==> config.mk <==
export PLATFORM = sky130hd
export DESIGN_NAME = periodic_task_tick_scheduler
export DESIGN_NICKNAME = d
export VERILOG_FILES = /design/src/rtl/ptts_pkg.sv /design/src/rtl/ptts_ram.sv /design/src/rtl/ptts_ctrl.sv /design/src/rtl/ptts_dp.sv /design/src/rtl/periodic_task_tick_scheduler.sv
export VERILOG_INCLUDE_DIRS = /design/src /design/src/rtl
export SDC_FILE = /design/constraint.sdc
export NUM_CORES = 1
export LEC_CHECK = 0
export ABC_AREA = 1
export CAP_MARGIN = 20
export CORE_ASPECT_RATIO = 0.9
export CORE_MARGIN = 3
export CORE_UTILIZATION = 35
export DETAILED_ROUTE_END_ITERATION = 12
export DONT_BUFFER_PORTS = 1
export GPL_TIMING_DRIVEN = 1
export HOLD_SLACK_MARGIN = 0.05
export PLACE_DENSITY_LB_ADDON = 0.08
export SLEW_MARGIN = 40
export SYNTH_ARGS = -nofsm -noshare
export SYNTH_HDL_FRONTEND = slang
export SYNTH_SLANG_ARGS = --single-unit
export TNS_END_PERCENT = 100
==> constraint.sdc <==
create_clock -name clk -period 9.7 [get_ports clk]
set_input_delay 1.94 -clock clk [delete_from_list [all_inputs] [get_ports clk]]
set_output_delay 1.94 -clock clk [all_outputs]
set_load 0.05 [all_outputs]
==> src/rtl/assert_macros.svh <==
// ----------------------------------------------------------------------------
// Assertion macros
// Shared wrappers for the concurrent checks of the scheduler blocks.
// ----------------------------------------------------------------------------
`ifndef ASSERT_MACROS_SVH
`define ASSERT_MACROS_SVH

// Property that must hold at every clock edge outside reset.
`define ASSERT_CLK(lbl, prop, msg) \
	lbl: assert property (@(posedge clk) disable iff (!arst_n) prop) else $error(msg);

// Condition that must never be true outside reset.
`define ASSERT_NEVER(lbl, expr, msg) \
	`ASSERT_CLK(lbl, !(expr), msg)

`endif

==> src/rtl/ptts_pkg.sv <==
// ----------------------------------------------------------------------------
// ptts_pkg
// Types, codes and default sizes shared by the tick scheduler modules.
// ----------------------------------------------------------------------------
`timescale 1ns / 1ps

package ptts_pkg;

	localparam int PTTS_TIMERS        = 4;
	localparam int PTTS_SLOTS         = 10;
	localparam int PTTS_INTERVAL_BITS = 16;
	localparam int PTTS_ID_BITS       = 8;

	localparam logic OP_REGISTER = 1'b0;
	localparam logic OP_TICK     = 1'b1;

	typedef enum logic [1:0] {
		KIND_STATUS = 2'd0,
		KIND_FIRED  = 2'd1,
		KIND_QUIET  = 2'd2
	} kind_t;

	typedef enum logic [1:0] {
		STAT_OK        = 2'd0,
		STAT_BAD_ARG   = 2'd1,
		STAT_DUPLICATE = 2'd2,
		STAT_FULL      = 2'd3
	} status_t;

	typedef enum logic [1:0] {
		S_IDLE,
		S_PREP,
		S_WALK,
		S_FINISH
	} state_t;

	// Commands from the controller to the datapath.
	typedef struct packed {
		logic load;
		logic prep;
		logic step;
		logic finish;
	} ptts_cmd_t;

	// Status from the datapath to the controller.
	typedef struct packed {
		logic bad;
		logic empty;
		logic fire;
		logic pend;
		logic last_slot;
		logic out_free;
	} ptts_sts_t;

endpackage

==> src/rtl/ptts_ram.sv <==
// ----------------------------------------------------------------------------
// ptts_ram
// Generic simple dual-port RAM with one write port and a registered read.
// ----------------------------------------------------------------------------
`timescale 1ns / 1ps

module ptts_ram #(
	parameter int WIDTH = 8,
	parameter int DEPTH = 16,
	parameter int AW    = (DEPTH > 1) ? $clog2(DEPTH) : 1
) (
	input  logic             clk,
	input  logic             wr_en,
	input  logic [AW-1:0]    wr_addr,
	input  logic [WIDTH-1:0] wr_data,
	input  logic             rd_en,
	input  logic [AW-1:0]    rd_addr,
	output logic [WIDTH-1:0] rd_data
);

	logic [WIDTH-1:0] mem_q [DEPTH];

	always_ff @(posedge clk) begin
		if (wr_en) begin
			mem_q[wr_addr] <= wr_data;
		end
		if (rd_en) begin
			rd_data <= mem_q[rd_addr];
		end
	end

endmodule

==> src/rtl/ptts_ctrl.sv <==
// ----------------------------------------------------------------------------
// ptts_ctrl
// Sequencer for one item at a time: prepare, walk the slots, deliver the end.
// ----------------------------------------------------------------------------
`timescale 1ns / 1ps

module ptts_ctrl (
	input  logic                clk,
	input  logic                arst_n,
	input  logic                in_valid,
	output logic                in_ready,
	input  ptts_pkg::ptts_sts_t sts,
	output ptts_pkg::ptts_cmd_t cmd
);

	import ptts_pkg::*;

	state_t state_q;
	state_t state_d;
	logic   advance;

	// A walk step stalls only when it must hand an earlier firing to a full output.
	assign advance = !(sts.fire && sts.pend) || sts.out_free;

	always_ff @(posedge clk or negedge arst_n) begin
		if (!arst_n) begin
			state_q <= S_IDLE;
		end else begin
			state_q <= state_d;
		end
	end

	always_comb begin
		state_d = state_q;
		unique case (state_q)
			S_IDLE: begin
				if (in_valid) state_d = S_PREP;
			end
			S_PREP: begin
				if (sts.bad || sts.empty) state_d = S_FINISH;
				else state_d = S_WALK;
			end
			S_WALK: begin
				if (advance && sts.last_slot) state_d = S_FINISH;
			end
			S_FINISH: begin
				if (sts.out_free) state_d = S_IDLE;
			end
			default: state_d = S_IDLE;
		endcase
	end

	always_comb begin
		cmd      = '0;
		in_ready = 1'b0;
		unique case (state_q)
			S_IDLE: begin
				in_ready = 1'b1;
				cmd.load = in_valid;
			end
			S_PREP: begin
				cmd.prep = !(sts.bad || sts.empty);
			end
			S_WALK: begin
				cmd.step = advance;
			end
			S_FINISH: begin
				cmd.finish = sts.out_free;
			end
			default: begin
				cmd = '0;
			end
		endcase
	end

endmodule

==> src/rtl/ptts_dp.sv <==
// ----------------------------------------------------------------------------
// ptts_dp
// Datapath: item registers, fill counts, slot RAM, pending firing and output.
// ----------------------------------------------------------------------------
`timescale 1ns / 1ps

`include "assert_macros.svh"

module ptts_dp #(
	parameter int TIMERS        = ptts_pkg::PTTS_TIMERS,
	parameter int SLOTS         = ptts_pkg::PTTS_SLOTS,
	parameter int INTERVAL_BITS = ptts_pkg::PTTS_INTERVAL_BITS,
	parameter int ID_BITS       = ptts_pkg::PTTS_ID_BITS
) (
	input  logic                clk,
	input  logic                arst_n,
	input  ptts_pkg::ptts_cmd_t cmd,
	output ptts_pkg::ptts_sts_t sts,
	input  logic                in_opcode,
	input  logic [2:0]          in_timer,
	input  logic [7:0]          in_task_id,
	input  logic [15:0]         in_interval,
	output logic                out_valid,
	input  logic                out_ready,
	output ptts_pkg::kind_t     out_kind,
	output ptts_pkg::status_t   out_status,
	output logic [7:0]          out_fired_id,
	output logic [2:0]          out_timer,
	output logic                out_last
);

	import ptts_pkg::*;

	localparam int CELLS = TIMERS * SLOTS;
	localparam int AW    = (CELLS > 1) ? $clog2(CELLS) : 1;
	localparam int SW    = $clog2(SLOTS + 1);
	localparam int TW    = (TIMERS > 1) ? $clog2(TIMERS) : 1;
	localparam int WW    = ID_BITS + 2 * INTERVAL_BITS;

	logic                     op_q;
	logic [2:0]               timer_q;
	logic [ID_BITS-1:0]       id_q;
	logic [INTERVAL_BITS-1:0] iv_q;
	logic [AW-1:0]            base_q;
	logic [SW-1:0]            slot_q;
	logic                     match_q;
	logic                     pend_q;
	logic [ID_BITS-1:0]       pend_id_q;
	logic [SW-1:0]            fill_q [TIMERS];

	logic                     m_valid_q;
	kind_t                    m_kind_q;
	status_t                  m_status_q;
	logic [7:0]               m_fired_q;
	logic [2:0]               m_timer_q;
	logic                     m_last_q;

	logic [ID_BITS+7:0]       id_ext;
	logic [INTERVAL_BITS+15:0] iv_ext;
	logic [ID_BITS+7:0]       fid_ext;
	logic [TW-1:0]            tsel;
	logic                     bad_w;
	logic [SW-1:0]            n_w;
	logic [SW-1:0]            next_slot;
	status_t                  reg_status;
	logic                     commit;
	logic                     out_free;
	logic                     push_step;

	logic                     rd_en;
	logic [AW-1:0]            rd_addr;
	logic [WW-1:0]            rd_data;
	logic                     wr_en;
	logic [AW-1:0]            wr_addr;
	logic [WW-1:0]            wr_data;
	logic [ID_BITS-1:0]       rd_id;
	logic [INTERVAL_BITS-1:0] rd_iv;
	logic [INTERVAL_BITS-1:0] rd_cnt;
	logic [INTERVAL_BITS-1:0] cnt_inc;
	logic                     fire_w;

	// Input fields are taken at the configured widths, zero-extended or truncated.
	assign id_ext  = {{ID_BITS{1'b0}}, in_task_id};
	assign iv_ext  = {{INTERVAL_BITS{1'b0}}, in_interval};
	assign fid_ext = {8'd0, pend_id_q};

	assign tsel  = timer_q[TW-1:0];
	assign bad_w = ({1'b0, timer_q} >= 4'(TIMERS)) ||
		(op_q == OP_REGISTER && (id_q == '0 || iv_q == '0));
	assign n_w   = bad_w ? '0 : fill_q[tsel];

	assign rd_id   = rd_data[WW-1 -: ID_BITS];
	assign rd_iv   = rd_data[2*INTERVAL_BITS-1 -: INTERVAL_BITS];
	assign rd_cnt  = rd_data[INTERVAL_BITS-1:0];
	assign cnt_inc = rd_cnt + INTERVAL_BITS'(1);
	assign fire_w  = (op_q == OP_TICK) && (cnt_inc >= rd_iv);

	always_comb begin
		priority if (bad_w) reg_status = STAT_BAD_ARG;
		else if (match_q) reg_status = STAT_DUPLICATE;
		else if (n_w == SW'(SLOTS)) reg_status = STAT_FULL;
		else reg_status = STAT_OK;
	end

	assign commit    = cmd.finish && (op_q == OP_REGISTER) && (reg_status == STAT_OK);
	assign out_free  = !m_valid_q || out_ready;
	assign push_step = cmd.step && fire_w && pend_q;

	// Slots are walked from the newest down; the read of the next slot
	// overlaps the evaluation and write-back of the current one.
	assign next_slot = cmd.prep ? (n_w - SW'(1)) : (slot_q - SW'(1));
	assign rd_en     = cmd.prep || (cmd.step && slot_q != '0);
	assign rd_addr   = base_q + AW'(next_slot);

	always_comb begin
		wr_en   = 1'b0;
		wr_addr = base_q + AW'(slot_q);
		wr_data = {rd_id, rd_iv, (fire_w ? {INTERVAL_BITS{1'b0}} : cnt_inc)};
		if (commit) begin
			wr_en   = 1'b1;
			wr_addr = base_q + AW'(n_w);
			wr_data = {id_q, iv_q, {INTERVAL_BITS{1'b0}}};
		end else if (cmd.step && op_q == OP_TICK) begin
			wr_en = 1'b1;
		end
	end

	ptts_ram #(
		.WIDTH (WW),
		.DEPTH (CELLS),
		.AW    (AW)
	) u_slot_ram (
		.clk     (clk),
		.wr_en   (wr_en),
		.wr_addr (wr_addr),
		.wr_data (wr_data),
		.rd_en   (rd_en),
		.rd_addr (rd_addr),
		.rd_data (rd_data)
	);

	always_ff @(posedge clk) begin
		if (cmd.load) begin
			op_q    <= in_opcode;
			timer_q <= in_timer;
			id_q    <= id_ext[ID_BITS-1:0];
			iv_q    <= iv_ext[INTERVAL_BITS-1:0];
			base_q  <= AW'({29'd0, in_timer} * SLOTS);
		end
		if (cmd.prep || cmd.step) begin
			slot_q <= next_slot;
		end
		if (cmd.step && fire_w) begin
			pend_id_q <= rd_id;
		end
	end

	always_ff @(posedge clk or negedge arst_n) begin
		if (!arst_n) begin
			match_q <= 1'b0;
			pend_q  <= 1'b0;
			for (int t = 0; t < TIMERS; t++) begin
				fill_q[t] <= '0;
			end
		end else begin
			if (cmd.load) begin
				match_q <= 1'b0;
				pend_q  <= 1'b0;
			end else if (cmd.step) begin
				if (op_q == OP_REGISTER && rd_id == id_q) match_q <= 1'b1;
				if (fire_w) pend_q <= 1'b1;
			end
			if (commit) begin
				fill_q[tsel] <= n_w + SW'(1);
			end
		end
	end

	// Output register: an earlier firing leaves when a later one is found,
	// and the end of the item carries the final result with last set.
	always_ff @(posedge clk or negedge arst_n) begin
		if (!arst_n) begin
			m_valid_q <= 1'b0;
		end else if (push_step || cmd.finish) begin
			m_valid_q <= 1'b1;
		end else if (out_ready) begin
			m_valid_q <= 1'b0;
		end
	end

	always_ff @(posedge clk) begin
		if (push_step) begin
			m_kind_q   <= KIND_FIRED;
			m_status_q <= STAT_OK;
			m_fired_q  <= fid_ext[7:0];
			m_timer_q  <= timer_q;
			m_last_q   <= 1'b0;
		end else if (cmd.finish) begin
			m_timer_q <= timer_q;
			m_last_q  <= 1'b1;
			if (op_q == OP_REGISTER) begin
				m_kind_q   <= KIND_STATUS;
				m_status_q <= reg_status;
				m_fired_q  <= 8'd0;
			end else if (bad_w) begin
				m_kind_q   <= KIND_QUIET;
				m_status_q <= STAT_BAD_ARG;
				m_fired_q  <= 8'd0;
			end else if (pend_q) begin
				m_kind_q   <= KIND_FIRED;
				m_status_q <= STAT_OK;
				m_fired_q  <= fid_ext[7:0];
			end else begin
				m_kind_q   <= KIND_QUIET;
				m_status_q <= STAT_OK;
				m_fired_q  <= 8'd0;
			end
		end
	end

	assign sts.bad       = bad_w;
	assign sts.empty     = (n_w == '0);
	assign sts.fire      = fire_w;
	assign sts.pend      = pend_q;
	assign sts.last_slot = (slot_q == '0);
	assign sts.out_free  = out_free;

	assign out_valid    = m_valid_q;
	assign out_kind     = m_kind_q;
	assign out_status   = m_status_q;
	assign out_fired_id = m_fired_q;
	assign out_timer    = m_timer_q;
	assign out_last     = m_last_q;

	`ASSERT_NEVER(a_no_overwrite, (push_step || cmd.finish) && !out_free, "result overwritten")
	`ASSERT_NEVER(a_port_clash, wr_en && rd_en && (wr_addr == rd_addr), "slot port clash")
	`ASSERT_CLK(a_fill_range, cmd.finish |-> n_w <= SW'(SLOTS), "timer fill beyond slots")
	`ASSERT_CLK(a_finish_out, cmd.finish |=> m_valid_q && m_last_q, "final result missing")

endmodule

==> src/rtl/periodic_task_tick_scheduler.sv <==
// ----------------------------------------------------------------------------
// periodic_task_tick_scheduler
// Per-timer table of periodic tasks, driven by register and tick items.
// ----------------------------------------------------------------------------
// The block keeps TIMERS timers with SLOTS task slots each. A register item
// (tuser low) adds a task id and interval to a timer and always answers with
// one status result. A tick item (tuser high) walks that timer's tasks from
// the newest to the oldest, bumps every counter and reports each task whose
// counter reaches its interval, in walk order, with tlast on the final one;
// a tick that fires nothing, or names a timer out of range, gives one quiet
// result. Items are handled one at a time. The slot RAM has a single read
// port and the walk reads one slot per cycle while output back-pressure does
// not hold it; an item with a bad argument or for an empty timer skips the
// walk. Output back-pressure stalls the walk when a firing must be handed
// over, and delays the final result, while the previous result is still
// waiting.
// The slot RAM needs no clearing pass: only slots below a timer's fill count,
// which resets to zero, are ever read.
// ----------------------------------------------------------------------------
`timescale 1ns / 1ps

module periodic_task_tick_scheduler #(
	parameter int TIMERS        = ptts_pkg::PTTS_TIMERS,
	parameter int SLOTS         = ptts_pkg::PTTS_SLOTS,
	parameter int INTERVAL_BITS = ptts_pkg::PTTS_INTERVAL_BITS,
	parameter int ID_BITS       = ptts_pkg::PTTS_ID_BITS
) (
	input  logic        clk,
	input  logic        arst_n,
	// Input items.
	input  logic        s_axis_tvalid,
	output logic        s_axis_tready,
	input  logic [31:0] s_axis_tdata,  // timer[2:0], task_id[10:3], interval[26:11]
	input  logic        s_axis_tuser,  // opcode: 0 register, 1 tick
	// Result items.
	output logic        m_axis_tvalid,
	input  logic        m_axis_tready,
	output logic [15:0] m_axis_tdata,  // kind[1:0], status[3:2], fired_id[11:4],
	                                   // timer_echo[14:12]
	output logic        m_axis_tlast
);

	import ptts_pkg::*;

	ptts_cmd_t cmd;
	ptts_sts_t sts;
	kind_t     out_kind;
	status_t   out_status;
	logic [7:0] out_fired_id;
	logic [2:0] out_timer;

	// The controller sequences each item; the datapath holds the item, fill and
	// output registers and the slot RAM, and reports back what the controller needs to steer.
	ptts_ctrl u_ctrl (
		.clk      (clk),
		.arst_n   (arst_n),
		.in_valid (s_axis_tvalid),
		.in_ready (s_axis_tready),
		.sts      (sts),
		.cmd      (cmd)
	);

	ptts_dp #(
		.TIMERS        (TIMERS),
		.SLOTS         (SLOTS),
		.INTERVAL_BITS (INTERVAL_BITS),
		.ID_BITS       (ID_BITS)
	) u_dp (
		.clk          (clk),
		.arst_n       (arst_n),
		.cmd          (cmd),
		.sts          (sts),
		.in_opcode    (s_axis_tuser),
		.in_timer     (s_axis_tdata[2:0]),
		.in_task_id   (s_axis_tdata[10:3]),
		.in_interval  (s_axis_tdata[26:11]),
		.out_valid    (m_axis_tvalid),
		.out_ready    (m_axis_tready),
		.out_kind     (out_kind),
		.out_status   (out_status),
		.out_fired_id (out_fired_id),
		.out_timer    (out_timer),
		.out_last     (m_axis_tlast)
	);

	// Result fields packed from the lowest bit up, padded to whole bytes.
	assign m_axis_tdata = {1'b0, out_timer, out_fired_id, out_status, out_kind};

endmodule
==> run summary <==
### Logic synthesis
• number of flops mapped to enable cells by yosys: 1694
• flip-flop cell with the highest count after synthesis: sky130_fd_sc_hd__edfxtp_1
• synthesized cell area: 74260 µm²
• post-synthesis area per instance: 10.82 µm²
• synthesized instance count: 6861
• share of synthesized registers carrying an async set or reset: 1.221%
• number of storage elements in the synthesis netlist: 1720
• Unique masters post-synth: 44
• post-synth net total: 6934
• part of the Yosys area used for sequential elements: 69.34%
• synthesis warning total: 0

### Layout
• area taken by multi-input logic gates: 16880 µm²
• Fillers: 20.09k
• count of inserted antenna diode cells: 0
• area grow syn2layout: 13.99%
• Final Instance Count excl. Fillers: 9825
• area taken by flip-flops and latches: 51490 µm²
• final layout net count: 6932
• share of cells above drive strength 1: 7.691%

### Global routing
• grt total ovfl: 0
• global-route wire length before repair: 337500 µm
• total routing usage reported by global routing: 21.05%
• pin count of the biggest net entering global routing: 162
• via count of the first global-routing pass: 46.47k
• number of antenna violations at the first check in global routing: 1

### Placement
• dpl cells: 9482
• post-DP HPWL: 123500 µm
• number of buffers added on ports: 0
• post-place setup slack: 1.744 ns
• RD Place Congestion: 0.7669

### STA
• Tightest Pin Transition: 0.8768 ns
• accumulated negative setup slack: 0 ns
• Final setup viols: 0
• final-report hold violation count: 0
• Max Clk Rate: 0.1252 GHz
• time the worst path needs with I/O delays and setup: 7.986 ns
• Post-Route Skew: 0.02180 ns
• crit path setup slack, layout: 1.714 ns
• Relative slew margins: 41.55%
• tightest hold margin: 0.4779 ns
• period utilization: 82.33%
• final max-slew violation count: 0
• setup repair after global routing missed its margin: false

### Floorplanning
• Placement Rows: 159
• Die Outline Area: 217800 µm²
• Core Region: 209900 µm²
• floorplan die width: 491.6 µm
• Starting Density: 35.38%
• Die Height: 443.0 µm
• I/O pin count: 56

### Detailed routing
• DRC violation total after the first TritonRoute iteration: 4309
• number of iterations in the first detailed-routing pass: 6
• Via Count: 48.47k
• post-route antenna net violation count: 0
• Wirelength per Cell: 23.53 µm
• WL final: 231200 µm
• # DRC: 0
• average via count per standard cell: 4.933

### Worst setup path
• kind of start point of the critical path: flop
• worst setup path category: flop to flop
• critical path endpoint: u_dp.u_slot_ram.mem_q[20][13]
• worst-case register-to-register setup slack: 1.71 ns
• CP Capture Type: flop
• first element of the critical path: u_dp.u_slot_ram.rd_data[0]
• FF-to-FF Start: u_dp.u_slot_ram.rd_data[0]
• worst flop-to-flop path endpoint: u_dp.u_slot_ram.mem_q[20][13]
• length in cells of the worst reg-to-reg path: 24
• maximum fanout count along the critical path: 24
• WP data arrival: 8.43 ns
• required time of the critical path: 10.14 ns

### CTS
• total CTS buffers: 188
• clk buf depth: 3
• post-CTS clock slew at the launch and capture registers of the worst setup and hold paths: 0.06 ns
• TritonCTS clock tree: built
• Clock Sink Count: 1720
• CTS H-tree lvls: 4
• Resized cells post-CTS: 0
• number of setup buffers added after CTS: 0
• count of hold buffers inserted by post-cts repair: 0
• Skew-Pair Late Insertion Delay: 0.83 ns
• CTS root buf: sky130_fd_sc_hd__clkbuf_16

### Flow run
• max-cap viol count: 0

### Run status
• outcome: complete, no violations

### Hold path
• Hold Crit Class: flop to flop

==> flip-flops by register name (all words and copies together) (netlist names), 4 cells and up <==
| name | cells |
|---|---|
| u_dp.u_slot_ram.mem_q | 1600 |
| u_dp.u_slot_ram.rd_data | 40 |
| u_dp.fill_q | 16 |
| u_dp.iv_q | 16 |
| u_dp.id_q | 8 |
| u_dp.out_fired_id | 8 |
| u_dp.pend_id_q | 8 |
| u_dp.slot_q | 4 |
==> through the flow <==
| stage | instance area (µm²) | utilization (%) |
|---|---|---|
| after global placement | 78200 | 37.26 |
| after global routing | 84650 | 40.33 |
| final | 84650 | 40.33 |
| after detailed placement | 78880 | 37.58 |
| after CTS | 84550 | 40.28 |
| after floorplan | 74260 | - |
==> synth_stat cells (5+ instances only) <==
| master | instances | area, µm² |
|---|---|---|
| sky130_fd_sc_hd__a21boi_0 | 8 | 60.06 |
| sky130_fd_sc_hd__edfxtp_1 | 1694 | 50870 |
| sky130_fd_sc_hd__dfrtp_1 | 21 | 525.5 |
| sky130_fd_sc_hd__xor2_1 | 21 | 183.9 |
| sky130_fd_sc_hd__ha_1 | 34 | 425.4 |
| sky130_fd_sc_hd__dfxtp_1 | 5 | 100.1 |
| sky130_fd_sc_hd__o22ai_1 | 6 | 37.54 |
| sky130_fd_sc_hd__o21ai_1 | 95 | 475.5 |
| sky130_fd_sc_hd__o221ai_1 | 80 | 700.7 |
| sky130_fd_sc_hd__nand2_1 | 1278 | 4797 |
| sky130_fd_sc_hd__buf_2 | 100 | 500.5 |
| sky130_fd_sc_hd__clkbuf_1 | 216 | 810.8 |
| sky130_fd_sc_hd__buf_4 | 20 | 150.1 |
| sky130_fd_sc_hd__inv_1 | 1291 | 4846 |
| sky130_fd_sc_hd__nor2_1 | 259 | 972.2 |
| sky130_fd_sc_hd__nor3_1 | 6 | 30.03 |
| sky130_fd_sc_hd__xnor2_1 | 6 | 52.55 |
| sky130_fd_sc_hd__nand4_1 | 8 | 50.05 |
| sky130_fd_sc_hd__buf_1 | 35 | 131.4 |
| sky130_fd_sc_hd__inv_2 | 9 | 33.78 |
| sky130_fd_sc_hd__a21oi_1 | 19 | 95.09 |
| sky130_fd_sc_hd__nand3_1 | 1500 | 7507 |
| sky130_fd_sc_hd__o21ai_0 | 118 | 590.6 |
==> cells by family (layout without fill, tap and decap cells) <==
group	count (synthesis)	after routing	synth area share [%]
buffers and inverters	1675	1822	8.769
xor gates and xnor gates	27	27	0.3184
other	1	1	0.005050
AOI/OAI and AO/OA	336	336	2.746
and+or+nand+nor	3066	3066	18.19
DFF	1720	1720	69.34
adders and majority gates	36	36	0.6268
==> layout make-up <==
type	count	area share [%]
Sequential cell	1720	60.83
Inverter	1301	5.795
Multi-Input combinational cell	3466	19.94
Timing Repair Buffer	182	2.579
Tap cell	2817	4.164
Clock inverter	87	0.7760
Clock buffer	252	5.917
==> worst min-delay path by stage <==
stage / from / depth (start not counted) / endpoint / slack, ns
6_report: u_dp.u_slot_ram.rd_data[37] / 0 / u_dp.pend_id_q[5] / 0.48
2_1_floorplan: u_dp.u_slot_ram.rd_data[37] / 0 / u_dp.pend_id_q[5] / 0.43
5_1_grt: u_dp.u_slot_ram.rd_data[37] / 0 / u_dp.pend_id_q[5] / 0.51
3_3_place_gp: u_dp.u_slot_ram.rd_data[37] / 0 / u_dp.pend_id_q[5] / 0.48
4_1_cts: u_dp.u_slot_ram.rd_data[37] / 0 / u_dp.pend_id_q[5] / 0.48
3_5_place_dp: u_dp.u_slot_ram.rd_data[37] / 0 / u_dp.pend_id_q[5] / 0.47
==> critical path, cell delays in order, from the launching register on <==
cell                       delay (ns)
sky130_fd_sc_hd__edfxtp_1        0.46
sky130_fd_sc_hd__ha_1            0.22
sky130_fd_sc_hd__nand3_1         0.11
sky130_fd_sc_hd__nand3b_1        0.21
sky130_fd_sc_hd__nor3b_1         0.32
sky130_fd_sc_hd__and3_1          0.25
sky130_fd_sc_hd__nand3_1         0.18
sky130_fd_sc_hd__nand3b_1        0.24
sky130_fd_sc_hd__xor2_1          0.22
sky130_fd_sc_hd__inv_1           0.09
sky130_fd_sc_hd__ha_1            0.28
sky130_fd_sc_hd__nand2_1         0.07
sky130_fd_sc_hd__inv_1           0.04
sky130_fd_sc_hd__nand3_1         0.15
sky130_fd_sc_hd__inv_1           0.06
sky130_fd_sc_hd__a21oi_1         0.14
sky130_fd_sc_hd__nand3_1         0.44
sky130_fd_sc_hd__nand2_1         0.70
sky130_fd_sc_hd__inv_1           0.19
sky130_fd_sc_hd__nand3_1         0.14
sky130_fd_sc_hd__nand2_1         0.19
sky130_fd_sc_hd__o21ai_1         0.73
sky130_fd_sc_hd__nand4_1         0.74
sky130_fd_sc_hd__nor2_4          0.77
sky130_fd_sc_hd__buf_4           0.61
==> layer usage <==
layer | track usage, % | routed length [µm] | share of wire [%] | vias to the layer above
li1 | - | - | - | 22967
met1 | 30.52 | 109200 | 47 | 24134
met2 | 33.91 | 107600 | 47 | 1117
met3 | 2.541 | 10220 | 4.4 | 247
met4 | 4.476 | 4095 | 1.8 | 0
met5 | 0 | 0 | 0 | -
==> cell usage in the layout, fill, tap and decap left out, types with 25 or more instances in the layout <==
master / Yosys / layout
sky130_fd_sc_hd__edfxtp_1: 1694 / 1694
sky130_fd_sc_hd__nand3_1: 1500 / 1498
sky130_fd_sc_hd__inv_1: 1291 / 1287
sky130_fd_sc_hd__nand2_1: 1278 / 1277
sky130_fd_sc_hd__nor2_1: 259 / 203
sky130_fd_sc_hd__clkbuf_16: 0 / 191
sky130_fd_sc_hd__buf_4: 20 / 109
sky130_fd_sc_hd__o21ai_0: 118 / 96
sky130_fd_sc_hd__o21ai_1: 95 / 95
sky130_fd_sc_hd__o221ai_1: 80 / 80
sky130_fd_sc_hd__clkbuf_1: 216 / 61
sky130_fd_sc_hd__nor2_4: 0 / 44
sky130_fd_sc_hd__ha_1: 34 / 33
sky130_fd_sc_hd__clkinv_2: 0 / 33
sky130_fd_sc_hd__clkinv_1: 0 / 31
sky130_fd_sc_hd__buf_12: 0 / 29
sky130_fd_sc_hd__buf_8: 0 / 25
Power is left out: the tool's default activity adds up to more than one toggle a clock period on the data nets, which glitch-free logic cannot reach.
